### src/hw/rtl/i2r_pkg.sv
// shared types, constants and helpers for the 128-bit integer to radix text block
package i2r_pkg;

    // magnitude word and the shared divider's step plan
    localparam int WORD_W    = 128;
    localparam int DIV_BITS  = 8;
    localparam int DIV_STEPS = WORD_W / DIV_BITS;
    localparam int STEP_W    = $clog2(DIV_STEPS);

    // digit store and text length
    localparam int DIGIT_MAX = 128;
    localparam int ADDR_W    = $clog2(DIGIT_MAX);
    localparam int LEN_W     = ADDR_W + 1;

    // radix range
    localparam int RADIX_W = 6;
    localparam logic [RADIX_W-1:0] MIN_RADIX     = 6'd2;
    localparam logic [RADIX_W-1:0] MAX_RADIX     = 6'd36;
    localparam logic [RADIX_W-1:0] DEFAULT_RADIX = 6'd10;

    // ascii codes
    localparam logic [7:0] CHAR_ZERO  = 8'h30;
    localparam logic [7:0] CHAR_A     = 8'h61;
    localparam logic [7:0] CHAR_MINUS = 8'h2d;

    // sequencer states
    typedef enum logic [4:0] {
        S_IDLE = 5'b00001,
        S_DIV  = 5'b00010,
        S_RD   = 5'b00100,
        S_WR   = 5'b01000,
        S_OUT  = 5'b10000
    } t_state;

    // digit value to its ascii character
    function automatic logic [7:0] digit_char(input logic [RADIX_W-1:0] dgt);
        logic [7:0] wide;
        wide = {2'b00, dgt};
        if (dgt < 6'd10) begin
            digit_char = CHAR_ZERO + wide;
        end else begin
            digit_char = CHAR_A + (wide - 8'd10);
        end
    endfunction

endpackage

### src/hw/rtl/i2r_div.sv
// iterative 128-bit by small radix divider, eight quotient bits per cycle
module i2r_div import i2r_pkg::*; (
    input  logic                 i_clk,
    input  logic                 i_rst_n,
    input  logic                 i_start,
    input  logic [WORD_W-1:0]    i_dividend,
    input  logic [RADIX_W-1:0]   i_divisor,
    output logic                 o_done,
    output logic [WORD_W-1:0]    o_quotient,
    output logic [RADIX_W-1:0]   o_remainder
);

    logic [WORD_W-1:0]   r_work;
    logic [RADIX_W-1:0]  r_rem;
    logic [RADIX_W-1:0]  r_divisor;
    logic [STEP_W-1:0]   r_step;
    logic                r_busy;
    logic                r_done;

    logic [RADIX_W-1:0]  n_rem;
    logic [DIV_BITS-1:0] n_qbyte;
    logic [RADIX_W:0]    trial;

    // restoring division over the top byte of the working word
    always_comb begin
        n_rem   = r_rem;
        n_qbyte = '0;
        trial   = '0;
        for (int i = 0; i < DIV_BITS; i++) begin
            trial = {n_rem, r_work[WORD_W-1-i]};
            if (trial >= {1'b0, r_divisor}) begin
                trial = trial - {1'b0, r_divisor};
                n_qbyte[DIV_BITS-1-i] = 1'b1;
            end
            n_rem = trial[RADIX_W-1:0];
        end
    end

    // control
    always_ff @(posedge i_clk) begin
        if (!i_rst_n) begin
            r_busy <= 1'b0;
            r_done <= 1'b0;
            r_step <= '0;
        end else begin
            r_done <= 1'b0;
            if (i_start) begin
                r_busy <= 1'b1;
                r_step <= '0;
            end else if (r_busy) begin
                r_step <= r_step + 1'b1;
                if (r_step == STEP_W'(DIV_STEPS - 1)) begin
                    r_busy <= 1'b0;
                    r_done <= 1'b1;
                end
            end
        end
    end

    // datapath: dividend shifts out on top, quotient shifts in at the bottom
    always_ff @(posedge i_clk) begin
        if (i_start) begin
            r_work    <= i_dividend;
            r_rem     <= '0;
            r_divisor <= i_divisor;
        end else if (r_busy) begin
            r_work <= {r_work[WORD_W-DIV_BITS-1:0], n_qbyte};
            r_rem  <= n_rem;
        end
    end

    assign o_done      = r_done;
    assign o_quotient  = r_work;
    assign o_remainder = r_rem;

endmodule

### src/hw/rtl/int128_to_radix_text.sv
// top level: signed 128-bit integer to packed ascii text in radix 2..36
//
//  channel  direction  handshake                  payload
//  in       sink       i_in_valid / o_in_ready    i_value_high, i_value_low, i_radix
//  out      source     o_out_valid / i_out_ready  o_text_chars, o_char_count, o_last
//
// each digit passes through the shared divider: start, 16 steps of 8 bits, done
// each character then passes the digit memory read port (S_RD, then S_WR), and each
// result beat adds an S_OUT state; radix 2 of a 128-bit magnitude is the worst case
// one transaction is in flight at a time; o_in_ready is high only when idle
// a stalled result holds the sequencer; reset is synchronous and needs no clearing pass
module int128_to_radix_text import i2r_pkg::*; #(
    parameter int CHARS_PER_RESULT = 8
) (
    input  logic               i_clk,
    input  logic               i_rst_n,
    input  logic               i_in_valid,
    output logic               o_in_ready,
    input  logic signed [63:0] i_value_high,
    input  logic [63:0]        i_value_low,
    input  logic [5:0]         i_radix,
    output logic               o_out_valid,
    input  logic               i_out_ready,
    output logic [63:0]        o_text_chars,
    output logic [3:0]         o_char_count,
    output logic               o_last
);

    localparam int SLOT_W = 3;
    localparam logic [SLOT_W-1:0] LAST_SLOT = SLOT_W'(CHARS_PER_RESULT - 1);

    t_state               r_state;
    logic [WORD_W-1:0]    r_mag;
    logic [RADIX_W-1:0]   r_radix;
    logic                 r_neg;
    logic [LEN_W-1:0]     r_len;
    logic [LEN_W:0]       r_pos;
    logic [LEN_W:0]       r_total;
    logic [SLOT_W-1:0]    r_slot;
    logic [63:0]          r_beat;
    logic                 r_last;
    logic                 r_div_start;
    logic [7:0]           r_rd_data;
    logic [7:0]           r_text_mem [DIGIT_MAX];

    logic                 div_done;
    logic [WORD_W-1:0]    div_quot;
    logic [RADIX_W-1:0]   div_rem;
    logic [WORD_W-1:0]    in_word;
    logic [RADIX_W-1:0]   in_radix;
    logic [LEN_W:0]       rd_index;
    logic [ADDR_W-1:0]    rd_addr;
    logic [LEN_W-1:0]     len_next;
    logic [LEN_W:0]       pos_next;
    logic [7:0]           cur_char;

    // shared divider
    i2r_div u_div (
        .i_clk       (i_clk),
        .i_rst_n     (i_rst_n),
        .i_start     (r_div_start),
        .i_dividend  (r_mag),
        .i_divisor   (r_radix),
        .o_done      (div_done),
        .o_quotient  (div_quot),
        .o_remainder (div_rem)
    );

    // input conditioning
    assign in_word  = {i_value_high, i_value_low};
    assign in_radix = (i_radix < MIN_RADIX || i_radix > MAX_RADIX) ? DEFAULT_RADIX : i_radix;

    // digits are stored least significant first, read back most significant first
    assign rd_index = {1'b0, r_len} - (LEN_W+1)'(1) - r_pos + {{LEN_W{1'b0}}, r_neg};
    assign rd_addr  = rd_index[ADDR_W-1:0];
    assign len_next = r_len + 1'b1;
    assign pos_next = r_pos + 1'b1;
    assign cur_char = (r_neg && r_pos == '0) ? CHAR_MINUS : r_rd_data;

    // digit memory
    always_ff @(posedge i_clk) begin
        if (r_state == S_DIV && div_done) begin
            r_text_mem[r_len[ADDR_W-1:0]] <= digit_char(div_rem);
        end
        r_rd_data <= r_text_mem[rd_addr];
    end

    // sequencer
    always_ff @(posedge i_clk) begin
        if (!i_rst_n) begin
            r_state     <= S_IDLE;
            r_div_start <= 1'b0;
            r_last      <= 1'b0;
            r_slot      <= '0;
            r_pos       <= '0;
            r_len       <= '0;
        end else begin
            r_div_start <= 1'b0;
            unique case (r_state)
                S_IDLE: begin
                    if (i_in_valid) begin
                        r_neg       <= i_value_high[63];
                        r_mag       <= i_value_high[63] ? (~in_word + 128'd1) : in_word;
                        r_radix     <= in_radix;
                        r_len       <= '0;
                        r_div_start <= 1'b1;
                        r_state     <= S_DIV;
                    end
                end
                S_DIV: begin
                    if (div_done) begin
                        r_len <= len_next;
                        if (div_quot != '0 && len_next < LEN_W'(DIGIT_MAX)) begin
                            r_mag       <= div_quot;
                            r_div_start <= 1'b1;
                        end else begin
                            r_total <= {1'b0, len_next} + {{LEN_W{1'b0}}, r_neg};
                            r_pos   <= '0;
                            r_slot  <= '0;
                            r_beat  <= '0;
                            r_state <= S_RD;
                        end
                    end
                end
                S_RD: begin
                    r_state <= S_WR;
                end
                S_WR: begin
                    r_beat[{r_slot, 3'b000} +: 8] <= cur_char;
                    r_pos <= pos_next;
                    if (r_slot == LAST_SLOT || pos_next == r_total) begin
                        r_last  <= (pos_next == r_total);
                        r_state <= S_OUT;
                    end else begin
                        r_slot  <= r_slot + 1'b1;
                        r_state <= S_RD;
                    end
                end
                S_OUT: begin
                    if (i_out_ready) begin
                        if (r_last) begin
                            r_state <= S_IDLE;
                        end else begin
                            r_slot  <= '0;
                            r_beat  <= '0;
                            r_state <= S_RD;
                        end
                    end
                end
                default: begin
                    r_state <= S_IDLE;
                end
            endcase
        end
    end

    // ports
    assign o_in_ready   = (r_state == S_IDLE);
    assign o_out_valid  = (r_state == S_OUT);
    assign o_text_chars = r_beat;
    assign o_char_count = {1'b0, r_slot} + 4'd1;
    assign o_last       = r_last;

    // checks
    a_count_range: assert property (@(posedge i_clk) disable iff (!i_rst_n)
        o_out_valid |-> (o_char_count != 4'd0 && o_char_count <= 4'(CHARS_PER_RESULT)))
        else $error("result character count out of range");

    a_one_side: assert property (@(posedge i_clk) disable iff (!i_rst_n)
        !(o_in_ready && o_out_valid))
        else $error("input ready while a result is pending");

    a_last_frees: assert property (@(posedge i_clk) disable iff (!i_rst_n)
        (o_out_valid && i_out_ready && o_last) |=> o_in_ready)
        else $error("block not ready after final result transaction");

    a_start_in_div: assert property (@(posedge i_clk) disable iff (!i_rst_n)
        r_div_start |-> (r_state == S_DIV))
        else $error("divider started outside the divide phase");

endmodule
### config.mk
export PLATFORM = sky130hd
export DESIGN_NAME = int128_to_radix_text
export DESIGN_NICKNAME = d
export VERILOG_FILES = /design/src/hw/rtl/i2r_pkg.sv /design/src/hw/rtl/i2r_div.sv /design/src/hw/rtl/int128_to_radix_text.sv
export SDC_FILE = /design/constraint.sdc
export NUM_CORES = 2
export LEC_CHECK = 0
export ABC_AREA = 0
export ABC_CLOCK_PERIOD_IN_PS = 40000
export BUFFER_PORTS_ARGS = -buffer_cell sky130_fd_sc_hd__clkbuf_2
export CELL_PAD_IN_SITES_DETAIL_PLACEMENT = 1
export CELL_PAD_IN_SITES_GLOBAL_PLACEMENT = 1
export CORE_ASPECT_RATIO = 1.4
export CORE_UTILIZATION = 35
export CTS_CLUSTER_DIAMETER = 30
export DETAILED_ROUTE_END_ITERATION = 8
export HOLD_SLACK_MARGIN = 0.08
export PLACE_DENSITY_LB_ADDON = 0.12
export SYNTH_ARGS = -nofsm -noshare
export SYNTH_HDL_FRONTEND = slang
export SYNTH_SLANG_ARGS = --single-unit
### constraint.sdc
create_clock -name i_clk -period 40 [get_ports i_clk]
set_input_delay 2 -clock i_clk [delete_from_list [all_inputs] [get_ports i_clk]]
set_output_delay 2 -clock i_clk [all_outputs]
set_load 0.01 [all_outputs]
== Word level (Yosys, flattened, before mapping) ==
Memories as Yosys holds them, arrays and structs flattened. A register that Yosys moved wholly into a read port is not among the register bits.
Cells that the tools add are included.
Storage, ports and cells
  memory bits (writable): 1024
  flip-flop bits (word level): 381
  word-level logic and storage cells: 156
  memories kept: 1
  bits of input ports: 138
  output and inout port bits: 71
Operators by class
  eq/ne operators: 15
  muxes and demuxes: 61
  reductions and logical operators: 22
  $add $sub $neg: 22
  shifts and indexed selects: 2
  bitwise gates (word level): 4
  order comparisons: 12
Memory list
  r_text_mem: depth 128, width 8, read ports 1, clocked after Yosys merged registers in 1, wr ports 1, line int128_to_radix_text.sv:44  | logic [7:0] r_text_mem [DIGIT_MAX];
Operators by type and width (count)
  $mux 128: 6
  $mux 64: 4
  $pmux 128 s2: 1
  $pmux 64 s3: 1
  $add 128x1->128 const B: 1
  $not 128->128: 1
  $reduce_bool 128->1: 1
  $bwmux 64: 1
  $shift 8x8->64 const A: 1
  $shiftx 8x8->64: 1
  $ge 7x6->1: 8
  $mux 6: 8
  $sub 6x6->6: 8
  $mux 8: 5
  $mux 5: 5
  $pmux 5 s5: 1
  $mux 3: 6
  $mux 9: 2
  $pmux 9 s2: 1
  $mux 1: 17
  $pmux 8 s2: 1
  $reduce_and 6->1: 2
  $add 8x1->9: 1
  $add 9x1->9 const B: 1
  39 further kinds: 54

== Logic depth before layout (Yosys ltp) ==
  depth in word-level cells: 18
  mapped depth: 80
  mapped depth without buffers: 77

== Modules after synthesis ==
A second synthesis with hierarchy kept.
Second synthesis, totals
  cells, all modules: 3993
  area total of the unflattened synthesis: 63046.7 um^2
Modules (own cells, without submodules)
  int128_to_radix_text: seq. area each 37696.2 um^2, area each 54141.9 um^2, cells each 3271, times used 1
  i2r_div: seq. area each 4264.1 um^2, area each 8904.8 um^2, cells each 722, times used 1

== Least setup slack after synthesis ==
Ideal clock, no wire load.
  kind: register -> register
  start: register u_div.r_divisor[1]
  end: register u_div.r_rem[0], in the netlist u_div.o_remainder[0]
  library setup time: 0.079 ns
  slack: 23.763 ns
  cell stages (with the launch flop): 77
  data required time: 39.921 ns
  clock period less this slack: 16.237 ns
  arrival: 16.157 ns
  path buffers: 3
  path through: edfxtp_1 > inv_1 > ha_1 > nand2_1 > o21ai_2 > o21ai_2 > nand2_1 > mux2_2 > ha_1 > o21a_1 > o31a_1 > o31a_1 > a311oi_2 > nand2_2 > o21ai_0 > inv_1 > ha_1 > a21oi_1 > [... 41 more ...] > a21o_1 > a21o_1 > a31o_2 > a21oi_1 > o211ai_1 > mux2_2 > buf_4 > a21oi_1 > ha_1 > a21o_1 > a21o_1 > a21o_1 > a21o_1 > a211oi_1 > o21ai_2 > a211oi_4 > mux2_1 > a211oi_2
Between the ends
  word-level cells in the longest chain between the ends: 16
  elaborated cells on any way between the ends: 23
  those cells by class: add/sub: 7; order compare: 8; mux: 8
Ends and longest elaborated chain
  start, declared: line i2r_div.sv:15  | logic [RADIX_W-1:0] r_divisor;
  start signal, assigned: line i2r_div.sv:65  | r_divisor <= i_divisor;
  $sub 6x6->6 or $ge 7x6->1 (tied branches): line i2r_div.sv:32, i2r_div.sv:31
  $mux 6: line i2r_div.sv:31  | if (trial >= {1'b0, r_divisor}) begin
  $sub 6x6->6 or $ge 7x6->1 (tied branches): line i2r_div.sv:32, i2r_div.sv:31
  $mux 6: line i2r_div.sv:31
  $sub 6x6->6 or $ge 7x6->1 (tied branches): line i2r_div.sv:32, i2r_div.sv:31
  $mux 6: line i2r_div.sv:31
  $sub 6x6->6 or $ge 7x6->1 (tied branches): line i2r_div.sv:32, i2r_div.sv:31
  $mux 6: line i2r_div.sv:31
  $sub 6x6->6 or $ge 7x6->1 (tied branches): line i2r_div.sv:32, i2r_div.sv:31
  $mux 6: line i2r_div.sv:31
  $ge 7x6->1 or $sub 6x6->6 (tied branches): line i2r_div.sv:31, i2r_div.sv:32
  $mux 6: line i2r_div.sv:31
  $sub 6x6->6 or $ge 7x6->1 (tied branches): line i2r_div.sv:32, i2r_div.sv:31
  $mux 6: line i2r_div.sv:31
  $ge 7x6->1 (*): line i2r_div.sv:31
  $mux 6 (*): line i2r_div.sv:31
  end signal, assigned: line i2r_div.sv:68  | r_rem <= n_rem;
  end, declared: line i2r_div.sv:14  | logic [RADIX_W-1:0] r_rem;
Mark *: on every way between the ends. The rest lies on a longest branch, timed or not.
A chain may end at the register's enable or synchronous reset.

== Worst setup path after layout ==
Ends and elaborated chain as after synthesis.

==> qor.csv <==
stage,metric,value,unit
yosys,Netlist Area Pre-Place,62430,um2
sta,fin crit share,0.4957,
sta,RSZ-0062 raised after global routing,no,
yosys,"Distinct cells, synth",88,
yosys,Mapped Cells,3863,
yosys,top post-synthesis cells by area,"edfxtp_1 (66%), mux4_2 (12%), mux2_2 (2.9%)",
global_route,GRT Residual Overflow,0,
worst_setup_path,worst-path maximum fanout,11,
floorplanning,die height,501.7,um
global_route,number of global-route vias before repair,39710,
sta,final setup violation count,0,
worst_setup_path,reg2reg end,u_div.o_remainder[0],
yosys,"EDFF count, synth",1366,
layout,nets@finish,4484,
yosys,most frequent cells after synthesis,"edfxtp_1 (1366), nor2_1 (331), mux4_2 (320), nand2_1 (251), o21ai_0 (205)",
worst_setup_path,CP required,40790,ps
sta,Relative slew margins,0.1540,
floorplanning,Die X,358.9,um
floorplanning,starting density of the core,0.3518,
status,outcome,"finished, final reports clean",
sta,Clock Skews,78.55,ps
yosys,most common cell in the netlist,edfxtp_1,
worst_setup_path,WS Path Type,reg2reg,
hold_path,Hold Crit Start,r_radix[5],
floorplanning,# rows,183,
worst_setup_path,critical path launch point type,flip-flop,
sta,Least-Margin Pin Slew,1260,ps
clock_tree,clock sink count,1413,
floorplanning,Ports,209,
layout,share of cells above drive strength 1,0.2886,
yosys,Ys Warns,0,
clock_tree,clock slew at reported path FFs,40,ps
clock_tree,worst skew pair latency,920,ps
clock_tree,cts repair resizes,0,
routing,Via Count,36250,
yosys,Synth Net Count,4080,
flow_run,max cap viols,0,
clock_tree,CTS tree,done,
hold_path,HP Class,reg2reg,
routing,DR WL/cell,27.13,um
clock_tree,H-tree depth,5,
yosys,top cell type's share of synthesized area,0.6571,
worst_setup_path,CP max-delay cell,a211oi_2,
clock_tree,Max Buffers Root-to-Sink,4,
routing,drt first pass iters,5,
sta,Fin. Hold Viols,0,
yosys,dominant cell type by area after synthesis,edfxtp_1,
yosys,synthesized flop and latch total,1413,
global_route,total track usage,0.2060,
placement,Buffers on Ports,208,
layout,synth-to-layout area growth,22.88,%
hold_path,Worst Hold End,u_div.r_divisor[5],
placement,final RePlAce weighted congestion,0.7851,
worst_setup_path,RR Startpoint,u_div.r_divisor[1],
worst_setup_path,endpoint type of the worst setup path,flip-flop,
clock_tree,CTS Root Cell,clkbuf_16,
routing,Final ANT Viol Nets,0,
floorplanning,Core Box Area,177500,um2
yosys,Main synth FF type,edfxtp_1,
routing,DRC Markers,0,
routing,final wirelength,184900,um
global_route,pin count of the biggest net entering global routing,93,
placement,dpl hpwl,118800,um
yosys,syn_area_per_cell,16.16,um2
clock_tree,CTS Hold Buffers Added,0,
sta,Fmax,50.44,MHz
worst_setup_path,"slowest stage delay, CP",800,ps
worst_setup_path,Worst R2R Path Depth,74,
routing,initial DRC count,2196,
global_route,initial antenna violation count,3,
worst_setup_path,critical path arrival,20610,ps
worst_setup_path,reg2reg setup slack,20170,ps
sta,Setup TNS,0,ps
yosys,sequential area share after synthesis,0.6721,
sta,Max Slew Vio Count,0,
yosys,Post-synth ARST share,0,
worst_setup_path,cell mode on critical path,a21o_1,
global_route,first-pass GRT wire length,273400,um
clock_tree,CTS Buf Count,312,
hold_path,hold depth,0,
floorplanning,die area,180100,um2
clock_tree,Post-CTS Setup Bufs,0,
sta,Final Critical Period,19830,ps
routing,Via density,5.319,
-- how the worst max path moves through the flow --
stage	cells past startpoint	start	to
2_1_floorplan	76	u_div.r_divisor[1]	u_div.o_remainder[0]
3_3_place_gp	74	u_div.r_divisor[1]	u_div.o_remainder[0]
3_5_place_dp	74	u_div.r_divisor[1]	u_div.o_remainder[0]
4_1_cts	74	u_div.r_divisor[1]	u_div.o_remainder[0]
5_1_grt	74	u_div.r_divisor[1]	u_div.o_remainder[0]
6_report	74	u_div.r_divisor[1]	u_div.o_remainder[0]
-- worst max-delay path, delay by kind of cell, from the launching register on --
family                     cells  cell delay, ps
AOI/OAI and AO/OA             44           11330
adders and majority gates      8            2410
DFF                            1             680
buffers and inverters          5             860
muxes                          6            2380
and+or+nand+nor               11            2090
-- per-layer routing --
layer  wire [um]  GRT usage  vias to the layer above
met5          17          0                        -
met1       74390     0.2434                    19090
met2       99470     0.3794                      788
met3        7117    0.03768                      263
met4        3935    0.05948                        2
li1            -          -                    16110
-- placed cells by master (no fill, tap or decap), drive strengths merged, types with 33 or more instances in the layout --
| master | instances |
|---|---|
| nor2 | 331 |
| mux2i | 47 |
| clkinvlp | 34 |
| mux4 | 320 |
| inv | 98 |
| xnor2 | 61 |
| buf | 71 |
| nor4 | 61 |
| a21oi | 103 |
| o21ai | 214 |
| bufinv | 40 |
| clkinv | 92 |
| mux2 | 163 |
| nand3 | 33 |
| nand2 | 252 |
| dfxtp | 47 |
| ha | 69 |
| clkbuf | 560 |
| xor2 | 134 |
| edfxtp | 1366 |
| nor2b | 35 |
-- final cells by class --
| class | count | area [um2] |
|---|---|---|
| repair buffers | 278 | 1594 |
| multi-input cells | 2193 | 19660 |
| fillers | 17200 | 100700 |
| diodes | 3 | 7.507 |
| inverters | 69 | 259.0 |
| clock inverters | 195 | 2255 |
| well taps | 2312 | 2893 |
| clock buffers | 353 | 8078 |
| flip-flops and latches | 1413 | 41960 |
-- metrics by stage --
step                utilization  hold WS, ps  setup WS, ps  instance area (um2)  cells
floorplan                     -        400.3         23760                62430   3863
global placement         0.3740        438.3         20250                66370   6265
detailed placement       0.3740        418.4         20030                66370   6265
CTS                      0.4323        441.1         19920                76710   6813
global route             0.4323        456.8         18500                76710   6814
finish                   0.4323        442.1         20170                76710   6816
-- flip-flops by register name, summed over array words and instances, names as in the netlist, 3 cells and up --
name,count
r_state,5
r_mag,128
r_slot,3
u_div.r_divisor,6
r_total,9
u_div.r_step,4
r_radix,6
u_div.o_quotient,128
r_len,8
o_text_chars,64
r_rd_data,8
r_text_mem,1024
u_div.o_remainder,6
r_pos,9
-- logic make-up after synthesis --
family                     after synthesis  synth area share
DFF                                   1413            0.6721
and+or+nand+nor                        907           0.06794
muxes                                  530            0.1525
AOI/OAI and AO/OA                      480           0.04700
buffers and inverters                  257           0.01571
xor gates and xnor gates               195           0.02736
adders and majority gates               81           0.01736
Power is left out: the tool's default activity adds up to more than one toggle a clock period on the data nets, which glitch-free logic cannot reach.
